<file path="config.mk">
export PLATFORM = sky130hd
export DESIGN_NAME = sdes_ctr_stream_cipher_top
export DESIGN_NICKNAME = d
export VERILOG_FILES = /design/src/hdl/sdes_ctr_pkg.sv /design/src/hdl/sdes_ctr_stream_cipher_top.sv /design/src/hdl/sdes_ctr_csr.sv /design/src/hdl/sdes_ctr_enc.sv
export SDC_FILE = /design/constraint.sdc
export NUM_CORES = 1
export LEC_CHECK = 0
export BUFFER_PORTS_ARGS = -buffer_cell sky130_fd_sc_hd__buf_2
export CORE_MARGIN = 10
export CORE_UTILIZATION = 40
export CTS_BUF_LIST = sky130_fd_sc_hd__clkbuf_2 sky130_fd_sc_hd__clkbuf_4 sky130_fd_sc_hd__clkbuf_8
export DETAILED_ROUTE_END_ITERATION = 7
export GPL_TIMING_DRIVEN = 0
export PLACE_DENSITY = 0.6
export SLEW_MARGIN = 20
export SYNTH_ARGS = -nofsm -noshare
export SYNTH_HDL_FRONTEND = slang
export SYNTH_SLANG_ARGS = --single-unit
</file>
<file path="constraint.sdc">
create_clock -name clock -period 6.8 [get_ports clock]
set_input_delay 0 -clock clock [delete_from_list [all_inputs] [get_ports clock]]
set_output_delay 0 -clock clock [all_outputs]
set_load 0.05 [all_outputs]
</file>
<file path="src/hdl/sdes_ctr_pkg.sv">
// Shared types, permutation tables and S-DES round functions for the CTR byte cipher.
package sdes_ctr_pkg;

   // Field and register widths
   localparam int unsigned KEY_W     = 10;
   localparam int unsigned BYTE_W    = 8;
   localparam int unsigned HALF_W    = 5;
   localparam int unsigned NIBBLE_W  = 4;
   localparam int unsigned CSR_IDX_W = 1;
   localparam int unsigned CSR_DAT_W = 10;

   // Register indexes on the csr channel
   localparam logic [CSR_IDX_W-1:0] REG_CIPHER_KEY      = 1'b0;
   localparam logic [CSR_IDX_W-1:0] REG_INITIAL_COUNTER = 1'b1;

   // Permutation tables, 1-based positions counted from the MSB
   localparam int unsigned P10_TAB   [10] = '{3, 5, 2, 7, 4, 10, 1, 9, 8, 6};
   localparam int unsigned P8_TAB    [8]  = '{6, 3, 7, 4, 8, 5, 10, 9};
   localparam int unsigned IP_TAB    [8]  = '{2, 6, 3, 1, 4, 8, 5, 7};
   localparam int unsigned IPINV_TAB [8]  = '{4, 1, 3, 5, 7, 2, 8, 6};
   localparam int unsigned EP_TAB    [8]  = '{4, 1, 2, 3, 2, 3, 4, 1};
   localparam int unsigned P4_TAB    [4]  = '{2, 4, 3, 1};

   // S-boxes, indexed [row][column]
   localparam logic [1:0] SBOX0_TAB [4][4] = '{
      '{2'd1, 2'd0, 2'd3, 2'd2}, '{2'd3, 2'd2, 2'd1, 2'd0},
      '{2'd0, 2'd2, 2'd1, 2'd3}, '{2'd3, 2'd1, 2'd3, 2'd2}};
   localparam logic [1:0] SBOX1_TAB [4][4] = '{
      '{2'd0, 2'd1, 2'd2, 2'd3}, '{2'd2, 2'd0, 2'd1, 2'd3},
      '{2'd3, 2'd0, 2'd1, 2'd0}, '{2'd2, 2'd1, 2'd0, 2'd3}};

   // Round subkey pair handed from the register block to the datapath
   typedef struct packed {
      logic [BYTE_W-1:0] sk1;
      logic [BYTE_W-1:0] sk2;
   } subkeys_type;

   function automatic logic [KEY_W-1:0] perm_p10(input logic [KEY_W-1:0] k);
      logic [KEY_W-1:0] p;
      for (int i = 0; i < 10; i++) p[9-i] = k[10-P10_TAB[i]];
      return p;
   endfunction

   function automatic logic [BYTE_W-1:0] perm_p8(input logic [KEY_W-1:0] k);
      logic [BYTE_W-1:0] p;
      for (int i = 0; i < 8; i++) p[7-i] = k[10-P8_TAB[i]];
      return p;
   endfunction

   function automatic logic [BYTE_W-1:0] perm_ip(input logic [BYTE_W-1:0] b);
      logic [BYTE_W-1:0] p;
      for (int i = 0; i < 8; i++) p[7-i] = b[8-IP_TAB[i]];
      return p;
   endfunction

   function automatic logic [BYTE_W-1:0] perm_ipinv(input logic [BYTE_W-1:0] b);
      logic [BYTE_W-1:0] p;
      for (int i = 0; i < 8; i++) p[7-i] = b[8-IPINV_TAB[i]];
      return p;
   endfunction

   function automatic logic [BYTE_W-1:0] expand_ep(input logic [NIBBLE_W-1:0] h);
      logic [BYTE_W-1:0] p;
      for (int i = 0; i < 8; i++) p[7-i] = h[4-EP_TAB[i]];
      return p;
   endfunction

   function automatic logic [NIBBLE_W-1:0] perm_p4(input logic [NIBBLE_W-1:0] h);
      logic [NIBBLE_W-1:0] p;
      for (int i = 0; i < 4; i++) p[3-i] = h[4-P4_TAB[i]];
      return p;
   endfunction

   // Key schedule: P10, rotate halves by 1 for K1, by 2 more for K2
   function automatic subkeys_type make_subkeys(input logic [KEY_W-1:0] key);
      logic [KEY_W-1:0]  p;
      logic [HALF_W-1:0] hi1, lo1, hi2, lo2;
      subkeys_type       s;
      p   = perm_p10(key);
      hi1 = {p[8:5], p[9]};
      lo1 = {p[3:0], p[4]};
      hi2 = {hi1[2:0], hi1[4:3]};
      lo2 = {lo1[2:0], lo1[4:3]};
      s.sk1 = perm_p8({hi1, lo1});
      s.sk2 = perm_p8({hi2, lo2});
      return s;
   endfunction

   // Round function f_k: expand, mix key, two S-box lookups, P4
   function automatic logic [NIBBLE_W-1:0] round_fk(input logic [NIBBLE_W-1:0] half,
                                                   input logic [BYTE_W-1:0] sk);
      logic [BYTE_W-1:0]   x;
      logic [NIBBLE_W-1:0] a, b;
      logic [1:0]          s0, s1;
      x  = expand_ep(half) ^ sk;
      a  = x[7:4];
      b  = x[3:0];
      s0 = SBOX0_TAB[{a[3], a[0]}][a[2:1]];
      s1 = SBOX1_TAB[{b[3], b[0]}][b[2:1]];
      return perm_p4({s0, s1});
   endfunction

endpackage

</file>
<file path="src/hdl/sdes_ctr_stream_cipher_top.sv">
// Top level of the S-DES counter-mode byte stream cipher.
// Each accepted word is XORed with the S-DES encryption of an 8-bit running counter that
// wraps modulo 256; the same operation encrypts and decrypts. Setting req_tuser (restart)
// on a word reloads the counter from the initial_counter register before that word is
// processed. The block takes one word per clock while rsp_tready is high: a word is
// registered on input, the keystream is formed combinationally from that register, and the
// result sits in an output register, so a result word passes through the input register
// and then the output register before it is offered.
// Write cipher_key (index 0) and initial_counter (index 1) only while no word is in flight.
module sdes_ctr_stream_cipher_top import sdes_ctr_pkg::*; (
   input  logic                 clock,
   input  logic                 reset,
   // input channel
   input  logic                 req_tvalid,
   output logic                 req_tready,
   input  logic [BYTE_W-1:0]    req_tdata,   // [7:0] data_in
   input  logic                 req_tuser,   // [0] restart
   // result channel
   output logic                 rsp_tvalid,
   input  logic                 rsp_tready,
   output logic [BYTE_W-1:0]    rsp_tdata,   // [7:0] data_out
   // configuration write channel
   input  logic                 csr_valid,
   output logic                 csr_ready,
   input  logic [CSR_IDX_W-1:0] csr_index,
   input  logic [CSR_DAT_W-1:0] csr_data
);

   subkeys_type       subkeys;
   logic [BYTE_W-1:0] init_ctr;
   logic [BYTE_W-1:0] keystream;

   logic [BYTE_W-1:0] counter_ff,   counter_in;
   logic              s1_valid_ff,  s1_valid_in;
   logic [BYTE_W-1:0] s1_data_ff,   s1_data_in;
   logic [BYTE_W-1:0] s1_ctr_ff,    s1_ctr_in;
   logic              out_valid_ff, out_valid_in;
   logic [BYTE_W-1:0] out_data_ff,  out_data_in;

   logic              out_free;
   logic              s1_move;
   logic              req_take;
   logic [BYTE_W-1:0] ctr_use;

   sdes_ctr_csr u_csr (
      .clock     (clock),
      .reset     (reset),
      .csr_valid (csr_valid),
      .csr_ready (csr_ready),
      .csr_index (csr_index),
      .csr_data  (csr_data),
      .subkeys   (subkeys),
      .init_ctr  (init_ctr)
   );

   sdes_ctr_enc u_enc (
      .subkeys   (subkeys),
      .block_in  (s1_ctr_ff),
      .block_out (keystream)
   );

   // Handshake: each stage advances when the one after it is free
   assign out_free   = !out_valid_ff || rsp_tready;
   assign s1_move    = s1_valid_ff && out_free;
   assign req_tready = !s1_valid_ff || out_free;
   assign req_take   = req_tvalid && req_tready;

   // Counter to use for this word, restart takes priority
   assign ctr_use = req_tuser ? init_ctr : counter_ff;

   always_comb begin
      counter_in   = counter_ff;
      s1_valid_in  = s1_valid_ff;
      s1_data_in   = s1_data_ff;
      s1_ctr_in    = s1_ctr_ff;
      out_valid_in = out_valid_ff;
      out_data_in  = out_data_ff;

      // input stage
      if (req_take) begin
         counter_in   = ctr_use + 8'd1;
         s1_valid_in  = 1'b1;
         s1_data_in   = req_tdata;
         s1_ctr_in    = ctr_use;
      end else if (s1_move) begin
         s1_valid_in = 1'b0;
      end

      // result stage
      if (s1_move) begin
         out_valid_in = 1'b1;
         out_data_in  = s1_data_ff ^ keystream;
      end else if (rsp_tready) begin
         out_valid_in = 1'b0;
      end
   end

   always_ff @(posedge clock) begin
      if (reset) begin
         counter_ff   <= '0;
         s1_valid_ff  <= 1'b0;
         out_valid_ff <= 1'b0;
      end else begin
         counter_ff   <= counter_in;
         s1_valid_ff  <= s1_valid_in;
         out_valid_ff <= out_valid_in;
      end
   end

   // payload registers
   always_ff @(posedge clock) begin
      s1_data_ff  <= s1_data_in;
      s1_ctr_ff   <= s1_ctr_in;
      out_data_ff <= out_data_in;
   end

   assign rsp_tvalid = out_valid_ff;
   assign rsp_tdata  = out_data_ff;

endmodule

</file>
<file path="src/hdl/sdes_ctr_csr.sv">
// Configuration registers: cipher key with derived subkeys, and initial counter.
module sdes_ctr_csr import sdes_ctr_pkg::*; (
   input  logic                 clock,
   input  logic                 reset,
   input  logic                 csr_valid,
   output logic                 csr_ready,
   input  logic [CSR_IDX_W-1:0] csr_index,
   input  logic [CSR_DAT_W-1:0] csr_data,
   output subkeys_type          subkeys,
   output logic [BYTE_W-1:0]    init_ctr
);

   logic [KEY_W-1:0]  key_ff,  key_in;
   logic [BYTE_W-1:0] ictr_ff, ictr_in;

   assign csr_ready = 1'b1;

   // Register write decode
   always_comb begin
      key_in  = key_ff;
      ictr_in = ictr_ff;
      if (csr_valid) begin
         unique case (csr_index)
            REG_CIPHER_KEY:      key_in  = csr_data[KEY_W-1:0];
            REG_INITIAL_COUNTER: ictr_in = csr_data[BYTE_W-1:0];
            default: ;
         endcase
      end
   end

   always_ff @(posedge clock) begin
      if (reset) begin
         key_ff  <= '0;
         ictr_ff <= '0;
      end else begin
         key_ff  <= key_in;
         ictr_ff <= ictr_in;
      end
   end

   // Subkeys are fixed wiring of the key
   assign subkeys  = make_subkeys(key_ff);
   assign init_ctr = ictr_ff;

endmodule

</file>
<file path="src/hdl/sdes_ctr_enc.sv">
// Two-round S-DES encryption of one counter block, purely combinational.
module sdes_ctr_enc import sdes_ctr_pkg::*; (
   input  subkeys_type       subkeys,
   input  logic [BYTE_W-1:0] block_in,
   output logic [BYTE_W-1:0] block_out
);

   logic [BYTE_W-1:0]   ip_out;
   logic [NIBBLE_W-1:0] l0, r0, r1, l2;

   // IP, f_k with K1, swap, f_k with K2, IP inverse
   always_comb begin
      ip_out    = perm_ip(block_in);
      l0        = ip_out[7:4];
      r0        = ip_out[3:0];
      r1        = l0 ^ round_fk(r0, subkeys.sk1);
      l2        = r0 ^ round_fk(r1, subkeys.sk2);
      block_out = perm_ipinv({l2, r1});
   end

endmodule

</file>
# After elaboration in Yosys (flattened, before gate mapping)
# Index checks and enable logic that the tools add are counted.
[word_totals]
ff_bits = 52
in_bits = 25
output_inout_bits = 11
word_cells = 70
[op_classes]
add_sub_neg = 1
n_lt_le_gt_ge = 8
muxes = 29
bitwise = 14
reduce_logical = 10
[op_table]
columns = ["op", "n"]
rows = [
  ["$mux 8", 9],
  ["$bmux 8 s2", 4],
  ["$ge 3x3->1 const B", 8],
  ["$not 2->3", 8],
  ["$xor 8x8->8", 3],
  ["$bmux 2 s2", 4],
  ["$mux 2", 8],
  ["$add 8x1->8 const B", 1],
  ["$xor 4x4->4", 2],
  ["$mux 1", 4],
  ["$reduce_and 2->1", 2],
  ["$reduce_bool 2->1", 2],
  ["$logic_and 1x1->1", 2],
  ["$logic_not 1->1", 2],
  ["$logic_or 1x1->1", 2],
  ["$not 1->1", 1],
]

# Logic depth before layout (Yosys ltp)
# Gate-level depths: netlist (run 1).
[depth]
depth_word = 19
depth_mapped = 12

# Cells and area by module
# A second synthesis (run 1) with hierarchy kept.
[hier_totals]
hier_cells = 291
area_unflattened_um2 = 3118.0
[by_module_without_submodules]
columns = ["module", "n_inst", "cells_per_inst", "area_per_inst_um2", "seq_area_each_um2"]
rows = [
  ["sdes_ctr_stream_cipher_top", 1, 113, 1446.4, 920.9],
  ["sdes_ctr_enc", 1, 98, 848.3, 0.0],
  ["sdes_ctr_csr", 1, 80, 823.3, 360.3],
]

# Least setup slack after synthesis (run 1)
# No wires, ideal clock.
[synth_path]
path_kind = "register to register"
startpoint = "register s1_ctr_ff[3]"
endpoint = "register out_data_ff[7] (netlist: rsp_tdata[7]) (data pin)"
arrival_ns = 2.403
required_time_ns = 6.540
setup_slack_ns = 4.137
stages_incl_launch_ff = 12
path_buffers = 0
period_less_slack_ns = 2.663
cell_sequence = "edfxtp_1 > xnor2_1 > ha_1 > o21ai_1 > o211a_4 > xnor3_2 > clkinv_2 > ha_1 > a31oi_1 > a211oi_1 > a31oi_2 > xnor2_1"
[synth_via]
elab_chain_len = 19
word_cells_on_any_way = 24
[synth_rtl]
columns = ["item", "line_no", "rtl"]
rows = [
  ["start, declared", "sdes_ctr_stream_cipher_top.sv:36", "logic [BYTE_W-1:0] s1_ctr_ff, s1_ctr_in;"],
  ["start signal, assigned", "sdes_ctr_stream_cipher_top.sv:113", "s1_ctr_ff <= s1_ctr_in;"],
  ["$xor 8x8->8 (*)", "sdes_ctr_pkg.sv:95", "x = expand_ep(half) ^ sk;"],
  ["$not 2->3 (not written as such)", "sdes_ctr_pkg.sv:98", "s0 = SBOX0_TAB[{a[3], a[0]}][a[2:1]];"],
  ["$bmux 8 s2", "sdes_ctr_pkg.sv:98", ""],
  ["$mux 8 (not written as such) (2 in a row)", "sdes_ctr_pkg.sv:98", ""],
  ["$bmux 2 s2", "sdes_ctr_pkg.sv:98", ""],
  ["$mux 2 (not written as such) (2 in a row)", "sdes_ctr_pkg.sv:98", ""],
  ["$xor 4x4->4 (*)", "sdes_ctr_enc.sv:16", "r1 = l0 ^ round_fk(r0, subkeys.sk1);"],
  ["$xor 8x8->8 (*)", "sdes_ctr_pkg.sv:95", ""],
  ["$not 2->3 (not written as such)", "sdes_ctr_pkg.sv:98", ""],
  ["$bmux 8 s2", "sdes_ctr_pkg.sv:98", ""],
  ["$mux 8 (not written as such) (2 in a row)", "sdes_ctr_pkg.sv:98", ""],
  ["$bmux 2 s2 (*)", "sdes_ctr_pkg.sv:98", ""],
  ["$mux 2 (not written as such) (*) (2 in a row)", "sdes_ctr_pkg.sv:98", ""],
  ["$xor 4x4->4 (*)", "sdes_ctr_enc.sv:17", "l2 = r0 ^ round_fk(r1, subkeys.sk2);"],
  ["$xor 8x8->8 (*)", "sdes_ctr_stream_cipher_top.sv:92", "out_data_in = s1_data_ff ^ keystream;"],
  ["end signal, assigned", "sdes_ctr_stream_cipher_top.sv:114", "out_data_ff <= out_data_in;"],
  ["end, declared", "sdes_ctr_stream_cipher_top.sv:38", "logic [BYTE_W-1:0] out_data_ff, out_data_in;"],
]
# Mark *: on every way between the ends. The rest lies on a longest branch, timed or not. The select of a mux whose other input is x is not followed.
# A chain may end at the register's enable or synchronous reset.

# Final worst setup path (run 1)
# Ends and elaborated chain as after synthesis.

==> impl_metrics.toml, run 1 <==
[logic_synthesis]
synth_edf_count = 24
syn_inst = 270
syn_nets = 299
ys.flop_type = "dfxtp_1"
async_reset_ff_share_pct = 0
ys_seq_area_share_pct = 45.13
ys_warn_count = 0
yosysMostFrequentCell = "nand2_1"
synth_top_cell_area_share_pct = 25.39
netlist_area_mm2 = 0.002839
synth_cell_types = 44
yosysTopAreaCell = "edfxtp_1"
synthTopCellsByArea = "edfxtp_1 25%, dfxtp_1 20%, xnor2_1 6.5%"
ys_ff_latch = 52
avgSynthCellArea_um2 = 10.51
synthTopCellsByCount = "40 x nand2_1, 28 x dfxtp_1, 26 x a21oi_1"

[power]
sw_frac_of_total_pct = 32.10
sequentialPowerShare_pct = 46.9
ir_drop_mv = 0.1170
p_clk_share_pct = 22.9
p_per_area_mw_per_mm2 = 229.7
combPwrFrac_pct = 30.2
power_leakage_uw = 0.001345
intPower_uw = 532.1
p_switching_uw = 251.5

[clocking]
root_buffer = "clkbuf_8"
cts_setup_buffers = 0
cts.sinks = 52
cts_buffer_depth = 2
cts_buffers = 5
tritoncts = "built"
htree_levels = 2
cts.reportedPaths.clkPinSlew_ns = 0.10
cts_resized = 0
clkLatencyLatePin_ns = 0.31

[finish]
multiInputGateArea_mm2 = 0.001480
nFillCells = 660
regArea_mm2 = 0.001281
drive_above_1_share_pct = 19.94
nets = 359
stdcell_area_mm2 = 0.003412
insertedDiodeCount = 0
area_growth_pct = 20.19

[setup_path]
required_ns = 6.88
cp-start-kind = "register"
critPathMaxFanout = 5
path_cells = "xnor2_1, ha_1, o21ai_1, o211a_4, xnor3_2, clkinv_2, ha_1, a31oi_1, a211oi_1, a31oi_2, xnor2_1"
path_buf_inv = 1
cp.depth = 11
cp-end-kind = "register"
reg2reg_depth = 11
worstSetupPathType = "reg2reg"
critPathArrivalTime_ns = 3.04
crit_start = "s1_ctr_ff[3]"
crit_family = "XOR/XNOR gates"
crit_slowest_cell = "edfxtp_1"
crit-reg2reg-launch = "s1_ctr_ff[3]"
crit_path_max_incr_delay_ns = 0.53

[routing]
routed_via_density = 4.712
drt_iter0_markers = 80
wl_per_cell_um = 14.24
antenna_left = 0
first_pass_iters = 4
drt-total-wl_um = 6081
drcViolationCount = 0
vias = 2012

[sta]
post-route-period-util_pct = 43.61
fmax_ghz = 0.3372
slew_headroom_pct = 48.82
period_needed_ns = 2.965
setup_viol = 0
rsz0062_at_grt = "false"
maxSlewViolCount = 0
fin_setup_tns_ns = 0
skew_ns = 0.009928
layout_setup_ws_ns = 3.835
finalHoldViolCount = 0
tightest_slew_ns = 0.7669

[global_route]
grt_pass1_wl_um = 10170
grt_max_degree = 20
grt_pass1_vias = 2023
grtUsageTotal_pct = 11.51
grt_remaining_overflow = 0
antenna_found_initial = 0

[placed_design]
place_ws_ns = 3.844
hpwl_um = 4459
placed_area_mm2 = 0.003124
gp_congestion = 0.7547
numPortBuffers = 33

[die]
num_rows = 30
core_mm2 = 0.006832
pin_count = 36
die_w_um = 104.2
start_util_pct = 41.56
die_h_um = 104.2
dieArea_mm2 = 0.01087

[hold_path]
min_path_cells = 2
hp-class = "in2reg"
hold_start = "reset"

[run_status]
status = "complete, no violations"

[run]
max_cap_violations = 0
power by group through the flow:
stage	Combinational [µW]	Clock [µW]	Sequential (µW)
6_report	237	179	368
5_1_grt	262	199	370
3_5_place_dp	230	0	375
4_1_cts	240	186	368
2_1_floorplan	159	0	399
3_3_place_gp	226	0	375
worst paths after layout:
kind                                   endpoint  slack [ns]
worst min register to register  u_csr.key_ff[3]        0.47
worst min-delay path              counter_ff[0]         0.1
worst max-delay path               rsp_tdata[7]        3.83
worst max register to register     rsp_tdata[7]        3.83
worst register-to-register path, delay by kind of cell, from the launching register on:
| kind | cells | cell delay, ns |
|---|---|---|
| xor+xnor | 3 | 0.77 |
| compound gates | 5 | 0.76 |
| flops | 1 | 0.53 |
| fa+ha+maj | 2 | 0.59 |
| buf+inv | 1 | 0.09 |
logic make-up after synthesis:
kind of cell	share of synthesized area, %
adder cells (fa/ha/maj)	1.763
buffers and inverters	2.732
AND/OR/NAND/NOR	14.54
XOR/XNOR	18.20
other	0.1321
flip-flops	45.13
multiplexers	7.492
AO/OA/AOI/OAI	10.00
state kept, by name (all words and copies together), names as in the netlist:
| signal | flops |
|---|---|
| u_csr.key_ff | 10 |
| counter_ff | 8 |
| rsp_tdata | 8 |
| s1_ctr_ff | 8 |
| s1_data_ff | 8 |
| u_csr.init_ctr | 8 |
| rsp_tvalid | 1 |
| s1_valid_ff | 1 |
final cells by class:
class / count / area share [%]
Buffer: 13 / 1.760
Tap cell: 96 / 3.520
Clock inverter: 3 / 0.5501
Multi-Input combinational cell: 201 / 43.38
Clock buffer: 5 / 2.017
Timing Repair Buffer: 53 / 10.71
Sequential cell: 52 / 37.55
Inverter: 4 / 0.5134
stage by stage:
stage               instances  hold WS (ns)  util, %  power [µW]
floorplan                 270       0.09887        -       558.5
global route              427        0.1086    49.95       830.5
global placement          399        0.1769    45.73       600.9
finish                    427       0.09646    49.95       783.7
detailed placement        399        0.1783    45.73       605.5
CTS                       427       0.09420    49.95       794.6
placed cells by master, fill, tap and decap left out, types with 5 or more instances in the layout:
cell type | synthesis | final
xnor2_1 | 21 | 21
nand2_1 | 40 | 40
a21oi_1 | 26 | 26
xor2_1 | 13 | 13
nor2_1 | 16 | 16
dlygate4sd3_1 | 0 | 20
clkbuf_1 | 9 | 9
clkbuf_8 | 0 | 5
buf_2 | 0 | 33
nand3_1 | 14 | 14
mux2i_1 | 12 | 12
dfxtp_1 | 28 | 28
edfxtp_1 | 24 | 24
mux2_2 | 7 | 7
routing by layer:
layer	track usage (%)	vias to the layer above	part of all wire (%)
li1	-	1053	-
met1	14.15	917	47
met2	18.87	33	48
met3	2.664	9	3.5
met4	4.771	0	2.0
met5	0	-	0
repair_timing:
action | CTS | global route
hold endpoints to repair | 28 | 0
setup endpoints to repair | 0 | 0
hold buffers | 20 | 0
Note: power is estimated with default switching activity, not from simulation.
==> run 2: changes to the inputs <==
clock period = 3 ns   (was 6.8 ns; I/O delays follow)
==> impl_metrics.toml, run 2 (same netlist as run 1, synthesis figures left out) <==
[routing]
first_pass_iters = 4
drcViolationCount = 0
m1WireLength_um = 2838
top_layer_used = "met4"
routed-wl-met2_um = 2983
drt_iter0_markers = 92
routed_via_density = 4.657
wl_per_cell_um = 14.23
drt-total-wl_um = 6105
vias = 1998
wl_met3_um = 200
antenna_left = 0

[finish]
nets = 361
final_common_cell = "nand2_1"
drive_above_1_share_pct = 20.72
largest_reg_flops = 10
area_growth_pct = 22.17
insertedDiodeCount = 0
final_cell_mix = "40 x nand2_1, 33 x buf_2, 28 x dfxtp_1"
nFillCells = 652
largest-register = "u_csr.key_ff"

[die]
die_h_um = 104.2
die_w_um = 104.2
dieArea_mm2 = 0.01087
core_mm2 = 0.006832
num_rows = 30
start_util_pct = 41.56
pin_count = 36

[sta]
maxSlewViolCount = 0
skew_ns = 0.01016
rsz0062_at_grt = "false"
post-route-period-util_pct = 92.12
fin_setup_tns_ns = 0
hold_slack_ns = 0.09415
tightest_slew_ns = 0.7570
fmax_ghz = 0.3619
period_needed_ns = 2.763
finalHoldViolCount = 0
setup_viol = 0
slew_headroom_pct = 49.48

[power]
power_leakage_uw = 0.001365
ir_drop_mv = 0.2640
p_per_area_mw_per_mm2 = 514.5

[global_route]
grt_remaining_overflow = 0
grt_max_degree = 20
grt_pass1_wl_um = 10170
grtUsageTotal_pct = 11.51
grt_pass1_vias = 2023
antenna_found_initial = 0

[hold_path]
hp-class = "in2reg"

[clocking]
tritoncts = "built"
htree_levels = 2
clkLatencyLatePin_ns = 0.31
cts.reportedPaths.clkPinSlew_ns = 0.10
cts_buffer_depth = 2
cts.sinks = 52
root_buffer = "clkbuf_8"
cts_buffers = 5

[setup_path]
cp-end-kind = "register"
required_ns = 3.07
worstSetupPathType = "reg2reg"
critPathArrivalTime_ns = 2.84
critPathMaxFanout = 5
cp-start-kind = "register"

[placed_design]
numPortBuffers = 33
gp_congestion = 0.7547
hpwl_um = 4459

[run_status]
status = "complete, no violations"

[run]
max_cap_violations = 0
## run 2: cell count changes in the layout (fill, tap and decap cells not counted)
cell     delta
xnor2_4     +1
xor2_2      -2
buf_4       +2
xor2_4      +2
xnor2_1     -1
## run 2: metal layers
layer,GRT usage (%),vias up
li1,-,1056
met1,14.15,908
met2,18.87,27
met3,2.664,7
met4,4.771,0
met5,0,-
## run 2: layout make-up
class | count | area (µm²) | share of cell area [%]
inverters | 4 | 17.52 | 0.5050
flip-flops and latches | 52 | 1281 | 36.94
clock inverters | 3 | 18.77 | 0.5411
well taps | 96 | 120.1 | 3.463
multi-input cells | 201 | 1521 | 43.87
clock buffers | 5 | 68.82 | 1.984
plain buffers | 13 | 60.06 | 1.732
repair buffers | 55 | 380.4 | 10.97
## run 2: final timing paths
kind / startpoint / to / slack (ns) / cells after the start
max: s1_ctr_ff[1] / rsp_tdata[7] / 0.24 / 12
min: reset / counter_ff[0] / 0.09 / 2
max reg2reg: s1_ctr_ff[1] / rsp_tdata[7] / 0.24 / 12
min reg2reg: u_csr.key_ff[3] / u_csr.key_ff[3] / 0.47 / 2
## run 2: repair_timing
action / in CTS / in global routing
hold endpoints to repair: 28 / 0
gates resized for setup: 0 / 4
hold buffers: 20 / 0
setup buffers: 0 / 2
endpoints found under the setup margin: 0 / 1
## run 2: through the flow
stage	worst slack, ns	cells	util (%)	area [µm²]	power [µW]
finish	0.2365	429	50.77	3468	1785
global route	0.006784	429	50.77	3468	1892
CTS	0.01893	427	49.95	3412	1801
detailed placement	0.04415	399	45.73	3124	1372
global placement	0.07360	399	45.73	3124	1362
floorplan	0.3374	270	-	2839	1266
## run 2: where the power goes
group	switching [µW]	total, µW	internal, µW
Sequential	30.1	835	805
Clock	242	406	164
Combinational	301	544	243
Total	573	1780	1210
## run 2: critical path: stages, from the launching register on
cell,delay [ns]
edfxtp_1,0.37
buf_4,0.19
xor2_4,0.18
ha_1,0.29
o21ai_1,0.08
o211a_4,0.27
xnor3_2,0.28
clkinv_2,0.08
ha_1,0.28
a31oi_1,0.04
a211oi_1,0.27
a31oi_2,0.07
xnor2_1,0.13
